## config.mk

```make
export PLATFORM = sky130hd
export DESIGN_NAME = text_pretokenizer_split_top_flat
export DESIGN_NICKNAME = d
export VERILOG_FILES = /design/src/design/tps_pkg.sv /design/src/design/tps_ifs.sv /design/src/design/text_pretokenizer_split_top.sv /design/src/design/tps_front.sv /design/src/design/tps_queue.sv /design/src/design/tps_back.sv /design/src/flat_wrapper.sv
export SDC_FILE = /design/constraint.sdc
export NUM_CORES = 1
export LEC_CHECK = 0
export ABC_AREA = 0
export BUFFER_PORTS_ARGS = -buffer_cell sky130_fd_sc_hd__buf_2
export CAP_MARGIN = 0
export CORE_UTILIZATION = 47
export DETAILED_ROUTE_END_ITERATION = 10
export HOLD_SLACK_MARGIN = 0.02
export PLACE_DENSITY = 0.68
export RECOVER_POWER = 25
export SLEW_MARGIN = 20
export SYNTH_ARGS = -nofsm -noshare
export SYNTH_HDL_FRONTEND = slang
export SYNTH_SLANG_ARGS = --single-unit
```

## constraint.sdc

```tcl
create_clock -name clk -period 11.79 [get_ports clk]
set_clock_uncertainty 0.2 [all_clocks]
set_input_delay 1.7685 -clock clk [delete_from_list [all_inputs] [get_ports clk]]
set_output_delay 1.7685 -clock clk [all_outputs]
set_load 0.02 [all_outputs]
```

## src/design/tps_pkg.sv

```systemverilog
// Shared types and constants of the text pre-tokenizer split block.
// Used by the front, the bundle queue, the back end, the top and the checker.
package tps_pkg;

  localparam int CP_W = 21;
  localparam int MAX_RES = 3;
  localparam int RES_CNT_W = 2;
  localparam int QUEUE_DEPTH = 4;
  localparam int QPTR_W = $clog2(QUEUE_DEPTH);

  // piece kinds, also used for the open run kind (none / letter / other)
  localparam logic [1:0] KIND_CONTRACTION = 2'd0;
  localparam logic [1:0] KIND_LETTER = 2'd1;
  localparam logic [1:0] KIND_DIGIT = 2'd2;
  localparam logic [1:0] KIND_OTHER = 2'd3;
  localparam logic [1:0] RUN_NONE = 2'd0;

  // character classes
  localparam logic [1:0] CLS_WS = 2'd0;
  localparam logic [1:0] CLS_LETTER = 2'd1;
  localparam logic [1:0] CLS_DIGIT = 2'd2;
  localparam logic [1:0] CLS_OTHER = 2'd3;

  localparam logic [CP_W-1:0] APOS = 21'h27;

  localparam int LETTER_RANGES = 15;
  localparam logic [CP_W-1:0] LETTER_LO [LETTER_RANGES] = '{
    21'h00100, 21'h00370, 21'h00400, 21'h00530, 21'h00590,
    21'h00600, 21'h00900, 21'h00E00, 21'h01100, 21'h03040,
    21'h03400, 21'h04E00, 21'h0AC00, 21'h0F900, 21'h20000};
  localparam logic [CP_W-1:0] LETTER_HI [LETTER_RANGES] = '{
    21'h002AF, 21'h003FF, 21'h004FF, 21'h0058F, 21'h005FF,
    21'h006FF, 21'h0097F, 21'h00E7F, 21'h011FF, 21'h030FF,
    21'h04DBF, 21'h09FFF, 21'h0D7A3, 21'h0FAFF, 21'h2FA1F};

  typedef struct packed {
    logic [CP_W-1:0] cp;
    logic [1:0]      kind;
    logic            pend;
  } result_t;

  // all results caused by one input item
  typedef struct packed {
    result_t [MAX_RES-1:0]  res;
    logic [RES_CNT_W-1:0]   cnt;
  } bundle_t;

  typedef struct packed {
    logic    valid;
    bundle_t data;
  } bundle_req_t;

endpackage

```

## src/design/tps_ifs.sv

```systemverilog
// Stream interfaces of the pre-tokenizer split block: codepoint input and
// piece result output. Depends on nothing.
interface tps_in_if;
  logic        valid;
  logic        ready;
  logic [20:0] codepoint;
  logic        final_item;

  modport source(output valid, codepoint, final_item, input ready);
  modport sink(input valid, codepoint, final_item, output ready);
endinterface

interface tps_out_if;
  logic        valid;
  logic        ready;
  logic [20:0] out_codepoint;
  logic [1:0]  piece_kind;
  logic        piece_end;
  logic        last;

  modport source(output valid, out_codepoint, piece_kind, piece_end, last, input ready);
  modport sink(input valid, out_codepoint, piece_kind, piece_end, last, output ready);
endinterface

```

## src/design/text_pretokenizer_split_top.sv

```systemverilog
// Top level of the text pre-tokenizer split block.
// Depends on tps_pkg, tps_ifs, tps_front, tps_queue and tps_back.

// One codepoint is accepted per cycle while the four-entry bundle queue has
// room. Each item yields zero to three results (contraction pieces, letter
// runs, single digits, other-character runs; whitespace yields nothing, and
// the last codepoint of an open run comes out only when the run ends or the
// final item arrives). Results leave one per cycle while the output is ready,
// through a registered output, so an item that causes n results takes n
// output transfers; the output port is what sets the sustained rate. With
// the queue empty and the output not stalled, the first result of an item is
// written into a queue entry when the item is accepted and then loaded into
// the output register, from which it is presented.
module text_pretokenizer_split_top (
  input  logic       clk,
  input  logic       rst,
  tps_in_if.sink     text_in,
  tps_out_if.source  piece_out
);

  tps_pkg::bundle_req_t push;
  tps_pkg::bundle_req_t head;
  logic                 q_full;
  logic                 pop;

  tps_front u_front (
    .clk     (clk),
    .rst     (rst),
    .text_in (text_in),
    .q_full  (q_full),
    .push    (push)
  );

  tps_queue u_queue (
    .clk  (clk),
    .rst  (rst),
    .push (push),
    .pop  (pop),
    .head (head),
    .full (q_full)
  );

  tps_back u_back (
    .clk       (clk),
    .rst       (rst),
    .head      (head),
    .pop       (pop),
    .piece_out (piece_out)
  );

endmodule

```

## src/design/tps_front.sv

```systemverilog
// Front end: lowercases and classifies each codepoint, runs the split state
// (open run, contraction lookahead) and pushes the item's results as one bundle.
// Depends on tps_pkg and tps_in_if.
module tps_front (
  input  logic                 clk,
  input  logic                 rst,
  tps_in_if.sink               text_in,
  input  logic                 q_full,
  output tps_pkg::bundle_req_t push
);

  localparam logic [1:0] MODE_NONE = 2'd0;
  localparam logic [1:0] MODE_APOS = 2'd1;
  localparam logic [1:0] MODE_PAIR = 2'd2;

  localparam logic [20:0] CH_D = 21'h64;
  localparam logic [20:0] CH_E = 21'h65;
  localparam logic [20:0] CH_L = 21'h6C;
  localparam logic [20:0] CH_M = 21'h6D;
  localparam logic [20:0] CH_R = 21'h72;
  localparam logic [20:0] CH_S = 21'h73;
  localparam logic [20:0] CH_T = 21'h74;
  localparam logic [20:0] CH_V = 21'h76;

  typedef struct packed {
    logic [1:0]       run;
    logic [20:0]      held0;
    logic [1:0]       mode;
    tps_pkg::bundle_t b;
  } fst_t;

  function automatic logic is_space(logic [20:0] c);
    logic r;
    r = (c >= 21'h09 && c <= 21'h0D) || c == 21'h20 || c == 21'h85 || c == 21'hA0 ||
        c == 21'h1680 || c == 21'h2028 || c == 21'h2029 || c == 21'h202F ||
        c == 21'h205F || c == 21'h3000 || (c >= 21'h2000 && c <= 21'h200A);
    return r;
  endfunction

  function automatic logic is_letter(logic [20:0] c);
    logic r;
    r = 1'b0;
    if (c < 21'h80) begin
      r = (c >= 21'h41 && c <= 21'h5A) || (c >= 21'h61 && c <= 21'h7A);
    end else if (c >= 21'hC0 && c <= 21'hFF) begin
      r = (c != 21'hD7) && (c != 21'hF7);
    end else begin
      r = (c == 21'hAA) || (c == 21'hB5) || (c == 21'hBA);
      for (int i = 0; i < tps_pkg::LETTER_RANGES; i++) begin
        if (c >= tps_pkg::LETTER_LO[i] && c <= tps_pkg::LETTER_HI[i]) r = 1'b1;
      end
    end
    return r;
  endfunction

  function automatic logic [20:0] lower(logic [20:0] c);
    logic [20:0] r;
    r = c;
    if ((c >= 21'h41 && c <= 21'h5A) || (c >= 21'hC0 && c <= 21'hDE && c != 21'hD7)) begin
      r = c + 21'd32;
    end
    return r;
  endfunction

  function automatic tps_pkg::bundle_t emit(tps_pkg::bundle_t b, logic [20:0] cp,
                                            logic [1:0] kind, logic pend);
    tps_pkg::bundle_t r;
    r = b;
    if (r.cnt != 2'd3) begin
      r.res[r.cnt].cp = cp;
      r.res[r.cnt].kind = kind;
      r.res[r.cnt].pend = pend;
      r.cnt = r.cnt + 2'd1;
    end
    return r;
  endfunction

  function automatic fst_t close_run(fst_t s);
    fst_t r;
    r = s;
    if (r.run != tps_pkg::RUN_NONE) begin
      r.b = emit(r.b, r.held0, r.run, 1'b1);
      r.run = tps_pkg::RUN_NONE;
    end
    return r;
  endfunction

  // one codepoint outside a contraction check
  function automatic fst_t feed(fst_t s, logic [20:0] c, logic [1:0] cls, logic allow_apos);
    fst_t r;
    r = s;
    if (r.run == tps_pkg::KIND_OTHER && cls == tps_pkg::CLS_OTHER) begin
      r.b = emit(r.b, r.held0, tps_pkg::KIND_OTHER, 1'b0);
      r.held0 = c;
    end else if (r.run == tps_pkg::KIND_LETTER && cls == tps_pkg::CLS_LETTER) begin
      r.b = emit(r.b, r.held0, tps_pkg::KIND_LETTER, 1'b0);
      r.held0 = c;
    end else begin
      r = close_run(r);
      if (c == tps_pkg::APOS && allow_apos) begin
        r.mode = MODE_APOS;
        r.held0 = c;
      end else if (cls == tps_pkg::CLS_LETTER || cls == tps_pkg::CLS_OTHER) begin
        r.run = (cls == tps_pkg::CLS_LETTER) ? tps_pkg::KIND_LETTER : tps_pkg::KIND_OTHER;
        r.held0 = c;
      end else if (cls == tps_pkg::CLS_DIGIT) begin
        r.b = emit(r.b, c, tps_pkg::KIND_DIGIT, 1'b1);
      end
    end
    return r;
  endfunction

  logic [1:0]  run;
  logic [20:0] held0;
  logic [20:0] held1;
  logic [1:0]  mode;

  logic [20:0] c;
  logic [1:0]  cls;
  logic        accept;
  logic        hit;
  logic [20:0] held1_next;
  fst_t        st;

  assign text_in.ready = !q_full;
  assign accept = text_in.valid && text_in.ready;

  assign c = lower(text_in.codepoint);

  always_comb begin
    if (is_space(c)) cls = tps_pkg::CLS_WS;
    else if (is_letter(c)) cls = tps_pkg::CLS_LETTER;
    else if (c >= 21'h30 && c <= 21'h39) cls = tps_pkg::CLS_DIGIT;
    else cls = tps_pkg::CLS_OTHER;
  end

  assign hit = ((held1 == CH_R || held1 == CH_V) && c == CH_E) ||
               (held1 == CH_L && c == CH_L);

  always_comb begin
    st.run = run;
    st.held0 = held0;
    st.mode = mode;
    st.b = '0;
    held1_next = held1;
    unique case (mode)
      MODE_APOS: begin
        if (c == CH_S || c == CH_T || c == CH_M || c == CH_D) begin
          st.b = emit(st.b, tps_pkg::APOS, tps_pkg::KIND_CONTRACTION, 1'b0);
          st.b = emit(st.b, c, tps_pkg::KIND_CONTRACTION, 1'b1);
          st.mode = MODE_NONE;
        end else if (c == CH_R || c == CH_V || c == CH_L) begin
          held1_next = c;
          st.mode = MODE_PAIR;
        end else begin
          st.mode = MODE_NONE;
          st = feed(st, tps_pkg::APOS, tps_pkg::CLS_OTHER, 1'b0);
          st = feed(st, c, cls, 1'b1);
        end
      end
      MODE_PAIR: begin
        st.mode = MODE_NONE;
        if (hit) begin
          st.b = emit(st.b, tps_pkg::APOS, tps_pkg::KIND_CONTRACTION, 1'b0);
          st.b = emit(st.b, held1, tps_pkg::KIND_CONTRACTION, 1'b0);
          st.b = emit(st.b, c, tps_pkg::KIND_CONTRACTION, 1'b1);
        end else begin
          st = feed(st, tps_pkg::APOS, tps_pkg::CLS_OTHER, 1'b0);
          st = feed(st, held1, tps_pkg::CLS_LETTER, 1'b1);
          st = feed(st, c, cls, 1'b1);
        end
      end
      default: begin
        st = feed(st, c, cls, 1'b1);
      end
    endcase

    // end of text: flush a pending check as a failed contraction, then the run
    if (text_in.final_item) begin
      if (st.mode == MODE_APOS) begin
        st.mode = MODE_NONE;
        st = feed(st, tps_pkg::APOS, tps_pkg::CLS_OTHER, 1'b0);
      end else if (st.mode == MODE_PAIR) begin
        st.mode = MODE_NONE;
        st = feed(st, tps_pkg::APOS, tps_pkg::CLS_OTHER, 1'b0);
        st = feed(st, held1_next, tps_pkg::CLS_LETTER, 1'b1);
      end
      st = close_run(st);
    end
  end

  assign push.valid = accept && (st.b.cnt != 2'd0);
  assign push.data = st.b;

  always_ff @(posedge clk) begin
    if (rst) begin
      run <= tps_pkg::RUN_NONE;
      mode <= MODE_NONE;
      held0 <= '0;
      held1 <= '0;
    end else if (accept) begin
      if (text_in.final_item) begin
        run <= tps_pkg::RUN_NONE;
        mode <= MODE_NONE;
        held0 <= '0;
        held1 <= '0;
      end else begin
        run <= st.run;
        mode <= st.mode;
        held0 <= st.held0;
        held1 <= held1_next;
      end
    end
  end

endmodule

```

## src/design/tps_queue.sv

```systemverilog
// Short queue of result bundles between the front and back ends.
// Depends on tps_pkg.
module tps_queue (
  input  logic                 clk,
  input  logic                 rst,
  input  tps_pkg::bundle_req_t push,
  input  logic                 pop,
  output tps_pkg::bundle_req_t head,
  output logic                 full
);

  tps_pkg::bundle_t entries [tps_pkg::QUEUE_DEPTH];

  logic [tps_pkg::QPTR_W-1:0] wr_ptr;
  logic [tps_pkg::QPTR_W-1:0] rd_ptr;
  logic [tps_pkg::QPTR_W:0]   count;

  logic do_push;
  logic do_pop;

  assign full = (count == (tps_pkg::QPTR_W + 1)'(tps_pkg::QUEUE_DEPTH));
  assign head.valid = (count != '0);
  assign head.data = entries[rd_ptr];

  assign do_push = push.valid && !full;
  assign do_pop = pop && head.valid;

  always_ff @(posedge clk) begin
    if (do_push) begin
      entries[wr_ptr] <= push.data;
    end
  end

  always_ff @(posedge clk) begin
    if (rst) begin
      wr_ptr <= '0;
      rd_ptr <= '0;
      count <= '0;
    end else begin
      if (do_push) wr_ptr <= wr_ptr + 1'b1;
      if (do_pop) rd_ptr <= rd_ptr + 1'b1;
      if (do_push && !do_pop) count <= count + 1'b1;
      else if (do_pop && !do_push) count <= count - 1'b1;
    end
  end

endmodule

```

## src/design/tps_back.sv

```systemverilog
// Back end: walks the head bundle one result per transfer into the output
// register and marks the last result of each item. Depends on tps_pkg, tps_out_if.
module tps_back (
  input  logic                 clk,
  input  logic                 rst,
  input  tps_pkg::bundle_req_t head,
  output logic                 pop,
  tps_out_if.source            piece_out
);

  logic [tps_pkg::RES_CNT_W-1:0] idx;
  logic                          out_valid;
  tps_pkg::result_t              out_res;
  logic                          out_last;

  logic load;
  logic idx_last;

  assign idx_last = ((idx + 2'd1) == head.data.cnt);
  assign load = head.valid && (!out_valid || piece_out.ready);
  assign pop = load && idx_last;

  assign piece_out.valid = out_valid;
  assign piece_out.out_codepoint = out_res.cp;
  assign piece_out.piece_kind = out_res.kind;
  assign piece_out.piece_end = out_res.pend;
  assign piece_out.last = out_last;

  always_ff @(posedge clk) begin
    if (rst) begin
      out_valid <= 1'b0;
      idx <= '0;
    end else if (load) begin
      out_valid <= 1'b1;
      idx <= idx_last ? '0 : idx + 2'd1;
    end else if (piece_out.ready) begin
      out_valid <= 1'b0;
    end
  end

  always_ff @(posedge clk) begin
    if (load) begin
      out_res <= head.data.res[idx];
      out_last <= idx_last;
    end
  end

endmodule

```

## src/flat_wrapper.sv

```systemverilog
// flat-port wrapper written by rule: the top's interface ports become plain ports
module text_pretokenizer_split_top_flat 
  (clk, rst, text_in_valid, text_in_codepoint, text_in_final_item, text_in_ready, piece_out_valid, piece_out_out_codepoint, piece_out_piece_kind, piece_out_piece_end, piece_out_last, piece_out_ready);
  tps_in_if text_in_i ();
  tps_out_if piece_out_i ();
  input  logic clk;
  input  logic rst;
  input wire logic [$bits(text_in_i.valid)-1:0] text_in_valid;
  input wire logic [$bits(text_in_i.codepoint)-1:0] text_in_codepoint;
  input wire logic [$bits(text_in_i.final_item)-1:0] text_in_final_item;
  output wire logic [$bits(text_in_i.ready)-1:0] text_in_ready;
  output wire logic [$bits(piece_out_i.valid)-1:0] piece_out_valid;
  output wire logic [$bits(piece_out_i.out_codepoint)-1:0] piece_out_out_codepoint;
  output wire logic [$bits(piece_out_i.piece_kind)-1:0] piece_out_piece_kind;
  output wire logic [$bits(piece_out_i.piece_end)-1:0] piece_out_piece_end;
  output wire logic [$bits(piece_out_i.last)-1:0] piece_out_last;
  input wire logic [$bits(piece_out_i.ready)-1:0] piece_out_ready;
  assign text_in_i.valid = text_in_valid;
  assign text_in_i.codepoint = text_in_codepoint;
  assign text_in_i.final_item = text_in_final_item;
  assign text_in_ready = text_in_i.ready;
  assign piece_out_valid = piece_out_i.valid;
  assign piece_out_out_codepoint = piece_out_i.out_codepoint;
  assign piece_out_piece_kind = piece_out_i.piece_kind;
  assign piece_out_piece_end = piece_out_i.piece_end;
  assign piece_out_last = piece_out_i.last;
  assign piece_out_i.ready = piece_out_ready;
  text_pretokenizer_split_top u_core (.clk(clk), .rst(rst), .text_in(text_in_i), .piece_out(piece_out_i));
endmodule
```

### Yosys cells after proc, flatten, opt, wreduce, memory -nomap -nowiden

Memories as Yosys holds them, arrays and structs flattened. A register that Yosys moved wholly into a read port is not among the register bits.
Cells that the tools add are included.

* register bits: 81
* bits in writable memories: 296
* input port bits: 26
* output and inout port bits: 27
* logic and storage cells: 565
* memories: 1

Memory list
* u_core.u_queue.entries: depth 4, width 74, read ports 1, clocked after Yosys merged registers in 1, write ports 1, RTL line tps_queue.sv:12 `tps_pkg::bundle_t entries [tps_pkg::QUEUE_DEPTH];`

* add/subtract/negate cells: 18
* $lt $le $gt $ge: 72
* equality and inequality tests: 59
* mux-type cells: 310
* reduce and logical (&&, ||, !) cells: 92

Operators with widths (number)
* $mux 74: 67
* $bwmux 72: 50
* $demux 24 s2: 36
* $mux 99: 6
* $mux 21: 23
* $mux 24: 13
* $eq 21x7->1 const B: 11
* $pmux 99 s2: 1
* $mux 26: 6
* $mux 23: 5
* $eq 21x14->1 const B: 5
* $eq 21x8->1 const B: 5
* $mux 2: 48
* $eq 21x6->1 const B: 4
* $ge 21x11->1 const B: 4
* $le 21x11->1 const B: 4
* $mux 76: 1
* $ge 21x14->1 const B: 3
* $ge 21x7->1 const B: 3
* $le 21x16->1 const B: 3
* $le 21x7->1 const B: 3
* $ne 21x8->1 const B: 3
* $logic_and 1x1->1: 53
* $bmux 24 s2: 1
* 40 further kinds: 193

### Longest topological paths before layout

Gate-level depths: netlist (run 1).

* word-level depth: 94
* mapped depth: 27
* gate-level depth less buffers: 22

### Cells and area by module

A second synthesis (run 1) with hierarchy kept.

* cell total of the unflattened synthesis: 2115
* area total of the unflattened synthesis: 22410.2 µm²

Modules (own cells, without submodules)
* tps_queue: instances 1, cells an instance 434, area an instance 11144.4 µm²
* tps_front: instances 1, cells an instance 1551, area an instance 9795.6 µm²
* tps_back: instances 1, cells an instance 130, area an instance 1470.2 µm²

### Least setup slack after synthesis (run 1)

OpenSTA, ideal clock, no wires.

* kind: input port to flip-flop
* from: input text_in_codepoint[16]
* to: memory u_core.u_queue.entries[0][0] in the netlist's numbering, enable pin
* setup time: 440 ps
* arrival time: 8146 ps
* required time: 11150 ps
* setup slack: 3004 ps
* stages on the path: 20
* cells stage by stage: buf_6 or4_1 nor3_4 and4_1 buf_4 nand2_4 a31oi_1 a311oi_1 or4_1 or4_4 o21ai_2 buf_2 mux2i_1 nand3_1 nand3_2 buf_2 buf_2 o21ai_0 a21oi_2 and2_1

* word-level cells in the longest chain between the ends: 60

Ends and longest elaborated chain
* start, declared: RTL line flat_wrapper.sv:9 `input wire logic [$bits(text_in_i.codepoint)-1:0] text_in_codepoint;`
* $ge 21x8->1 / $le 21x8->1 (equally long branches): RTL line tps_front.sv:59 `if ((c >= 21'h41 && c <= 21'h5A) || (c >= 21'hC0 && c <= 21'hDE && c != 21'hD7)) begin`
* $logic_and 1x1->1 (2 in a row): RTL line tps_front.sv:59
* $logic_or 1x1->1: RTL line tps_front.sv:59
* $mux 21 *: RTL line tps_front.sv:59
* branches (longest 49 deep; another with $ge 21x9->1)
* $mux 99 *: RTL line tps_front.sv:179 `if (text_in.final_item) begin`
* $reduce_bool 2->1 *: RTL line tps_front.sv:192 `assign push.valid = accept && (st.b.cnt != 2'd0);`
* $logic_and 1x1->1 *: RTL line tps_front.sv:192
* $logic_and 1x1->1 *: RTL line tps_queue.sv:25 `assign do_push = push.valid && !full;`
* named net u_core.u_queue.do_push: RTL line tps_queue.sv:18 `logic do_push;`
* $mux 1 *: RTL line tps_queue.sv:29 `if (do_push) begin`
* $mux 1 (implied by the code) *: RTL line tps_queue.sv:30 `entries[wr_ptr] <= push.data;`
* end, declared: RTL line tps_queue.sv:12

Mark *: on every way through the listed nets, which the timed path passes. The select of a mux whose other input is x is not followed.

### Worst setup path in the final report (run 1)

* from: input text_in_codepoint[1]
* to: memory u_core.u_queue.entries[1][35] in the netlist's numbering, enable pin

Same word-level chain as after synthesis.

==> results of run 1 <==
## critical path, cell delays in order
cell      delay, ps
clkbuf_1        800
nand2_1         390
or4_1           700
and4_1          400
a31oi_2         270
a21o_1          180
a311oi_1        100
or4_1           530
or4_4           530
o21a_1          370
mux2_1          420
a221oi_1       1320
xnor2_2         180
buf_4           310
o21ai_0         120
a21oi_1         760
and2_4          870
buf_4           320
## layout make-up
cell class	instances	area share, %
multi-input combinational	1339	41.1
tap	592	3.20
sequential	379	46.7
timing repair buffer	96	2.33
antenna	1	0.0108
clock buffer	46	4.42
clock inverter	28	1.32
inverter	62	1.00
## through the flow
| step | cell area [um^2] | setup WS (ps) | power, mW | instances |
|---|---|---|---|---|
| after detailed placement | 21900 | 2250 | 2.75 | 2468 |
| after CTS | 23200 | 2840 | 4.03 | 2542 |
| final | 23200 | 1420 | 4.01 | 2543 |
| after global placement | 21900 | 2320 | 2.73 | 2468 |
| after floorplan | 21100 | 3000 | 2.45 | 1917 |
| after global routing | 23200 | 1090 | 4.16 | 2542 |
## state kept, by name, summed over array words and instances (netlist names), 2 cells and up, named ones only
name and count:
u_core.u_back.idx 2, u_core.u_back.piece_out.out_codepoint 21, u_core.u_back.piece_out.piece_kind 2, u_core.u_front.held0 21, u_core.u_front.held1 21, u_core.u_front.mode 2, u_core.u_front.run 2, u_core.u_queue.count 3
u_core.u_queue.entries 296, u_core.u_queue.rd_ptr 2, u_core.u_queue.wr_ptr 2
## layer usage
metal | track usage, % | wire (um)
met1 | 41.3 | 28100
met4 | 13.3 | 3150
met5 | 0 | 0
met2 | 47.0 | 32200
met3 | 5.74 | 6950
## worst paths after layout
kind                            startpoint                             to  slack (ps)
min          u_core.u_back.piece_out.valid  u_core.u_back.piece_out.valid         280
max                   text_in_codepoint[1]  u_core.u_queue.entries[1][35]        1420
max reg2reg         u_core.u_front.mode[0]  u_core.u_queue.entries[1][35]        4970
min reg2reg  u_core.u_back.piece_out.valid  u_core.u_back.piece_out.valid         280
## power groups by stage
| stage | Sequential, mW | Combinational (mW) | Clock [mW] |
|---|---|---|---|
| after floorplan | 1.78 | 0.662 | 0 |
| after global placement | 1.76 | 0.966 | 0 |
| after detailed placement | 1.77 | 0.981 | 0 |
| after CTS | 1.74 | 0.986 | 1.29 |
| after global routing | 1.76 | 1.05 | 1.34 |
| final | 1.74 | 0.984 | 1.28 |
## cells by family (layout without fill, tap and decap cells)
kind of cell | after synthesis | count (layout)
compound gates | 625 | 625
other cells | 0 | 1
simple gates | 571 | 571
fa+ha+maj | 19 | 19
mux | 113 | 113
buf+inv | 199 | 232
xor+xnor | 11 | 11
flops | 379 | 379
## placed cells by master, fill, tap and decap left out, types with 25 or more instances in the layout
| cell | instances |
|---|---|
| nand2_1 | 146 |
| a21oi_1 | 160 |
| a221oi_1 | 33 |
| dfxtp_1 | 57 |
| mux2i_1 | 34 |
| o22ai_1 | 47 |
| clkbuf_16 | 40 |
| buf_4 | 40 |
| o21ai_0 | 89 |
| nand3_1 | 49 |
| edfxtp_1 | 321 |
| mux4_2 | 74 |
| inv_1 | 60 |
| a22oi_1 | 53 |
| nor3_1 | 43 |
| clkbuf_1 | 38 |
| a21o_1 | 25 |
| nor2_1 | 180 |
==> results.cfg, run 1 <==
[run_status]
violations = max-capacitance violations, max-slew violations
status = finished, violations left

[layout]
seqCellArea_um2 = 10800
final_core_util_pct = 52.4
drive_gt1_share_pct = 13.0
fillers = 3827
syn_to_final_growth_pct = 9.69
multiInputGateArea_um2 = 9510
nets = 1963

[synth]
synthArstFlopShare_pct = 0
ys_ff_latch = 379
synthAdderAreaFrac_pct = 1.16
synth_most_common_cell = edfxtp_1
synth_ff_type = edfxtp_1
syn_area_um2 = 21100
synth_commonest_cells = edfxtp_1, nor2_1, a21oi_1, nand2_1, clkbuf_1
yosys.area_share.simple_pct = 13.0
synth.area.top_cells = edfxtp_1, mux4_2, dfxtp_1, a21oi_1, nor2_1
synth_sequential_area_ratio_pct = 51.2
synthMuxAreaShare_pct = 9.81
postSynthCellCount = 1917
synth_top_family_by_area = compound AO/OA/AOI/OAI gates
syn_avg_cell_area_um2 = 11.0
synth_edf_count = 321
netlist.area_leader.share_pct = 45.7
yosys_warnings = 0
ys_types = 101
yosysTopAreaCell = edfxtp_1
synth_xor_area_share_pct = 0.492
synth_compound_area_share_pct = 20.6
synth_fp_nets = 1962

[clock_tree]
clkLatencyLatePin_ps = 590
htreeDepth = 2
cts_tree = done
cts.sinks = 379
cts-root-buf = clkbuf_16
postCtsSetupRepairBufs = 0
ctsResizeCount = 0
cts.clk_slew.worst_paths_ps = 60
postCtsHoldBufs = 0
cts_buffer_depth = 3
cts_buffers = 40

[worst_setup_path]
worstRegToRegCells = 12
cp.required_ps = 11850
crit_path_start_kind = input port
arrival_ps = 10440
path_max_fanout = 58
path_class = input port to flop
end_kind = flop

[detailed_routing]
drt-pass1-iter-count = 6
vias = 17400
drt_wl_total_mm = 70.4
drtIter0Drc = 2446
final_antenna_net_count = 0
viasPerCell = 6.82
drc = 0
wl_per_cell_um = 27.7

[power]
p_switching_mw = 1.23
combPwrFrac_pct = 24.6
vdd_drop_max_v = 0.000153
pwr-share-seq_pct = 43.5
powerDensity_nw_per_um2 = 173
clkPwrFrac_pct = 31.9
leakage_nw = 7.90
swShare_pct = 30.6
internal_power_mw = 2.78

[die]
start_util_pct = 47.7
coreArea_um2 = 44200
die_y_um = 214
die-area_um2 = 45800
die_x_um = 214
rows = 77
ios = 53

[timing]
rsz0062_at_grt = false
slew_headroom_pct = -129
final-setup-viol-count = 0
fin_setup_tns_ps = 0
maxSlewViolCount = 155
final.period_utilization_pct = 88.0
hold_violations = 0
hold_slack_ps = 281
fin_crit_ps = 10370
fmax_mhz = 96.4
worstMarginPinSlew_ps = 3430

[global_route]
grt_pass1_vias = 16600
antenna_found_initial = 0
grt_pass1_wl_mm = 105
grt_max_degree = 77
gr-total-overflow = 0
grt_use_total_pct = 30.2

[placement]
detailed_place_hpwl_mm = 49.0
gp_congestion = 1.03
port_buffers = 52

[flow_run]
cap_violations = 4

[min_path]
hold_path_class = flop to flop
min_path_cells = 2
No activity file was read; power rests on OpenSTA's default activity.
==> run 2: changes to the inputs <==
--- a/config.mk
+++ b/config.mk
@@ -11,7 +11,6 @@
 export CORE_UTILIZATION = 47
 export DETAILED_ROUTE_END_ITERATION = 10
 export HOLD_SLACK_MARGIN = 0.02
-export PLACE_DENSITY = 0.68
 export RECOVER_POWER = 25
 export SLEW_MARGIN = 20
 export SYNTH_ARGS = -nofsm -noshare
==> run 2 against run 1 <==
Compared with the run above:
- the flow still finishes with violations (max-capacitance violations, max-slew violations)
- clock power about the same
- critical path depth unchanged
- global-route usage grew 1.0 points
- die area is the same
- non-clock buffer count shrank 2
- critical path type unchanged
- largest cell class unchanged
==> results.cfg, run 2 (same netlist as run 1, synthesis figures left out) <==
[detailed_routing]
viasPerCell = 6.80
drtIter0Drc = 2204
drt_wl_total_mm = 72.1
drc = 0
drt-pass1-iter-count = 6
vias = 17300
wl_per_cell_um = 28.3
final_antenna_net_count = 0

[worst_setup_path]
crit_family = compound AO/OA/AOI/OAI gates
path_class = input port to flop
arrival_ps = 10330
path_buf_inv = 2
crit_end = u_core.u_queue.entries[1][33]
crit_path_start_kind = input port
crit_path_top_delay_cell = clkbuf_1
r2r_slack_ps = 4720
cp.required_ps = 11790
crit_chain = clkbuf_1, nand2_1, or4_1, and4_1, a21boi_0, o21ai_0, o21bai_1, nand3_1, clkbuf_1, mux2_2, a21oi_1, o21ai_0, nor2_1, nor3_1, a21oi_1, nand2_1, a22oi_1, o221ai_1
r2r-end = u_core.u_queue.entries[0][10]
path_depth = 18
end_kind = flop
startpoint = text_in_codepoint[1]
crit_path_max_incr_delay_ps = 1770
path_max_fanout = 50
worstRegToRegCells = 14
reg2reg_from = u_core.u_front.held1[5]

[timing]
final-setup-viol-count = 0
hold_violations = 0
slew_headroom_pct = -181
fin_setup_tns_ps = 0
setup_slack_ps = 1470
maxSlewViolCount = 221
rsz0062_at_grt = false
fmax_mhz = 96.9
final.period_utilization_pct = 87.5
worstMarginPinSlew_ps = 4210
fin_crit_ps = 10320

[placement]
pre_cts_ws_ps = 1640
gp_congestion = 0.987
port_buffers = 52
detailed_place_hpwl_mm = 50.4

[flow_run]
cap_violations = 5

[layout]
top_register = u_core.u_queue.entries
final_cell_mix = edfxtp_1, nor2_1, a21oi_1
final_common_cell = edfxtp_1
nets = 1963
largest_register_ffs = 296
antennaDiodeCount = 0
syn_to_final_growth_pct = 9.87
drive_gt1_share_pct = 12.8

[run_status]
violations = max-capacitance violations, max-slew violations
status = finished, violations left

[clock_tree]
cts_buffers = 42
cts.sinks = 379
cts.clk_slew.worst_paths_ps = 60
postCtsSetupRepairBufs = 0
cts-root-buf = clkbuf_16
cts_buffer_depth = 3
ctsResizeCount = 0
cts_tree = done
postCtsHoldBufs = 0
clkLatencyLatePin_ps = 580
htreeDepth = 2

[power]
leakage_nw = 7.89
power.total_mw = 4.00
vdd_drop_max_v = 0.000134
powerDensity_nw_per_um2 = 173

[global_route]
grt_max_degree = 67
grt_use_total_pct = 31.2
grt_pass1_wl_mm = 108
grt_pass1_vias = 16600
antenna_found_initial = 1
gr-total-overflow = 0

[die]
rows = 77
die-area_um2 = 45800
coreArea_um2 = 44200
start_util_pct = 47.7
ios = 53
die_x_um = 214
die_y_um = 214

[min_path]
hold_path_class = flop to flop
==> run 2: how the worst min path moves through the flow <==
stage,start,to,cells after the start
floorplan,u_core.u_front.held1[5],u_core.u_front.held1[5],1
global placement,u_core.u_back.piece_out.valid,u_core.u_back.piece_out.valid,2
detailed placement,u_core.u_back.piece_out.valid,u_core.u_back.piece_out.valid,2
CTS,u_core.u_back.piece_out.valid,u_core.u_back.piece_out.valid,2
global route,u_core.u_back.piece_out.valid,u_core.u_back.piece_out.valid,2
finish,u_core.u_back.piece_out.valid,u_core.u_back.piece_out.valid,2
==> run 2: area by class of cell <==
cell class / instances / area [um^2]
inverter: 62 / 233
fill: 3914 / 21000
sequential: 379 / 10800
clock buffer: 55 / 1120
clock inverter: 23 / 225
multi-input combinational: 1339 / 9540
timing repair buffer: 94 / 536
tap: 592 / 741
==> run 2: stage by stage <==
stage	util, %	hold slack (ps)	std cells	cell area [um^2]
after floorplan	-	263	1917	21100
after global placement	49.6	251	2466	21900
after detailed placement	49.6	270	2466	21900
after CTS	52.6	280	2544	23300
after global routing	52.5	303	2544	23200
final	52.5	274	2544	23200
==> run 2: power by group <==
| group | total [mW] | internal, mW | switching [mW] |
|---|---|---|---|
| combinational | 0.990 | 0.375 | 0.615 |
| sequential | 1.73 | 1.66 | 0.0782 |
| clock | 1.28 | 0.726 | 0.554 |
| total | 4.00 | 2.76 | 1.25 |
==> run 2: worst min-delay path, stage by stage, from the launching register on <==
cell     delay (ps)
dfxtp_1         320
nand2_1          60
a21oi_1          50
==> run 2: metal layers <==
layer | track usage (%) | routed length [um] | vias up | share of wire, %
li1 | - | - | 7541 | -
met5 | 0 | 13 | - | 0.018
met2 | 48.3 | 32800 | 927 | 46
met4 | 11.6 | 2820 | 2 | 3.9
met3 | 5.56 | 6100 | 184 | 8.5
met1 | 44.0 | 30300 | 8643 | 42
==> run 3: changes to the inputs <==
--- a/config.mk
+++ b/config.mk
@@ -8,7 +8,8 @@
 export ABC_AREA = 0
 export BUFFER_PORTS_ARGS = -buffer_cell sky130_fd_sc_hd__buf_2
 export CAP_MARGIN = 0
-export CORE_UTILIZATION = 47
+export CORE_MARGIN = 3
+export CORE_UTILIZATION = 40
 export DETAILED_ROUTE_END_ITERATION = 10
 export HOLD_SLACK_MARGIN = 0.02
 export RECOVER_POWER = 25
==> run 3 against run 2 <==
Compared with the run above:
- setup slack better by 100 ps
- wire length is 0.97% higher
- critical path type unchanged
- the flow still finishes with violations (max-capacitance violations, max-slew violations)
- total power rose by 0.30%
- clock-buffer cell count fell by 10
- sequential cell count is the same
- via count is 0.34% higher
- combinational power decreased by 0.9%
- non-clock buffer count rose by 6
- cell area is 0.45% higher
- clock power about the same
- core utilization decreased by 7.4 points
==> results.cfg, run 3 (same netlist as run 1, synthesis figures left out) <==
[clock_tree]
cts_buffer_depth = 3
cts.clk_slew.worst_paths_ps = 60
clkLatencyLatePin_ps = 560
ctsResizeCount = 0
cts.sinks = 379
postCtsSetupRepairBufs = 0
cts_buffers = 39
htreeDepth = 2
cts_tree = done
postCtsHoldBufs = 0
cts-root-buf = clkbuf_16

[power]
leakage_nw = 7.90
powerDensity_nw_per_um2 = 172
vdd_drop_max_v = 0.000124
power.total_mw = 4.02

[layout]
largest_register_ffs = 296
nets = 1966
multiInputGateArea_um2 = 9510
final_common_cell = edfxtp_1
fillers = 4796
finalNonFillerCells = 2631
stdcell_area_um2 = 23300
top_register = u_core.u_queue.entries
drive_gt1_share_pct = 12.9
syn_to_final_growth_pct = 10.4
seqCellArea_um2 = 10800
antennaDiodeCount = 0
final_cell_mix = edfxtp_1, nor2_1, a21oi_1

[worst_setup_path]
crit_path_max_incr_delay_ps = 1570
path_class = input port to flop
path_buf_inv = 3
crit_path_top_delay_cell = a221oi_1
end_kind = flop
arrival_ps = 10470
cp.required_ps = 12040
crit_family = compound AO/OA/AOI/OAI gates
crit_chain = clkbuf_1, ha_1, and2_0, a21boi_0, and4_1, a31oi_1, a21o_1, a311oi_1, or4_1, or4_1, o21a_1, mux2_1, a221oi_1, xnor2_2, buf_4, o21ai_0, a21oi_1, ha_1, inv_1, fa_1, xor2_1, or3_1, a21oi_1
crit_path_start_kind = input port
path_max_fanout = 19

[timing]
maxSlewViolCount = 208
final-setup-viol-count = 0
final.period_utilization_pct = 86.7
fin_setup_tns_ps = 0
fmax_mhz = 97.9
worstMarginPinSlew_ps = 2840
fin_crit_ps = 10220
hold_slack_ps = 276
hold_violations = 0
rsz0062_at_grt = false
slew_headroom_pct = -89.4

[detailed_routing]
wl_per_cell_um = 27.7
top_layer_used = met5
vias = 17400
viasPerCell = 6.60
drt-pass1-iter-count = 7
final_antenna_net_count = 0
wl_met3_mm = 5.94
drc = 0
wl_met1_mm = 29.8
drt_wl_total_mm = 72.8
wl_met2_mm = 33.7
drtIter0Drc = 2072

[global_route]
grt_pass1_vias = 16600
antenna_found_initial = 2
gr-total-overflow = 0
grt_use_total_pct = 25.5
grt_pass1_wl_mm = 109
grt_max_degree = 51

[placement]
postPlaceCellArea_um2 = 22100
dp.cells = 2560
detailed_place_hpwl_mm = 51.8
port_buffers = 52
gp_congestion = 0.981

[die]
die_x_um = 236
die_y_um = 236
die-area_um2 = 55600
ios = 53
coreArea_um2 = 51700
rows = 83
start_util_pct = 40.8

[min_path]
hold_path_class = flop to flop

[flow_run]
cap_violations = 6

[run_status]
status = finished, violations left
violations = max-capacitance violations, max-slew violations
-- run 3: cell type report --
class	count	share of cell area, %
Sequential cell	379	46.4
Inverter	62	0.999
Timing Repair Buffer	100	2.40
Clock inverter	26	1.48
Clock buffer	45	4.29
Tap cell	680	3.65
Multi-Input combinational cell	1339	40.8
-- run 3: layer usage --
| layer | vias up | GRT usage (%) |
|---|---|---|
| met3 | 230 | 3.87 |
| met4 | 4 | 10.6 |
| met2 | 1014 | 40.8 |
| met1 | 8552 | 34.9 |
| met5 | - | 0 |
| li1 | 7555 | - |
-- run 3: report_power, final --
part / switching, mW / leakage, nW / total, mW / internal, mW
registers: 0.0892 / 3.54 / 1.74 / 1.65
logic: 0.602 / 3.72 / 0.981 / 0.379
clock network: 0.523 / 0.646 / 1.29 / 0.768
-- run 3: path summary, 6_finish.rpt --
path                                      start                       endpoint  slack (ps)  cells past startpoint
hold / removal    u_core.u_back.piece_out.valid  u_core.u_back.piece_out.valid         280                      2
hold reg to reg   u_core.u_back.piece_out.valid  u_core.u_back.piece_out.valid         280                      2
setup reg to reg        u_core.u_front.held1[5]        u_core.u_queue.count[2]        4840                     19
setup / recovery           text_in_codepoint[6]        u_core.u_queue.count[2]        1570                     23
-- run 3: through the flow --
stage | setup slack, ps | util, %
after floorplan | 3000 | -
after global placement | 2130 | 42.7
after detailed placement | 2170 | 42.7
after CTS | 2730 | 45.3
after global routing | 1160 | 45.1
final | 1570 | 45.1
-- run 3: worst min-delay path, delay by kind of cell, from the launching register on --
kind / cells / cell delay [ps]
and+or+nand+nor: 1 / 60
DFF: 1 / 320
AOI/OAI and AO/OA: 1 / 50
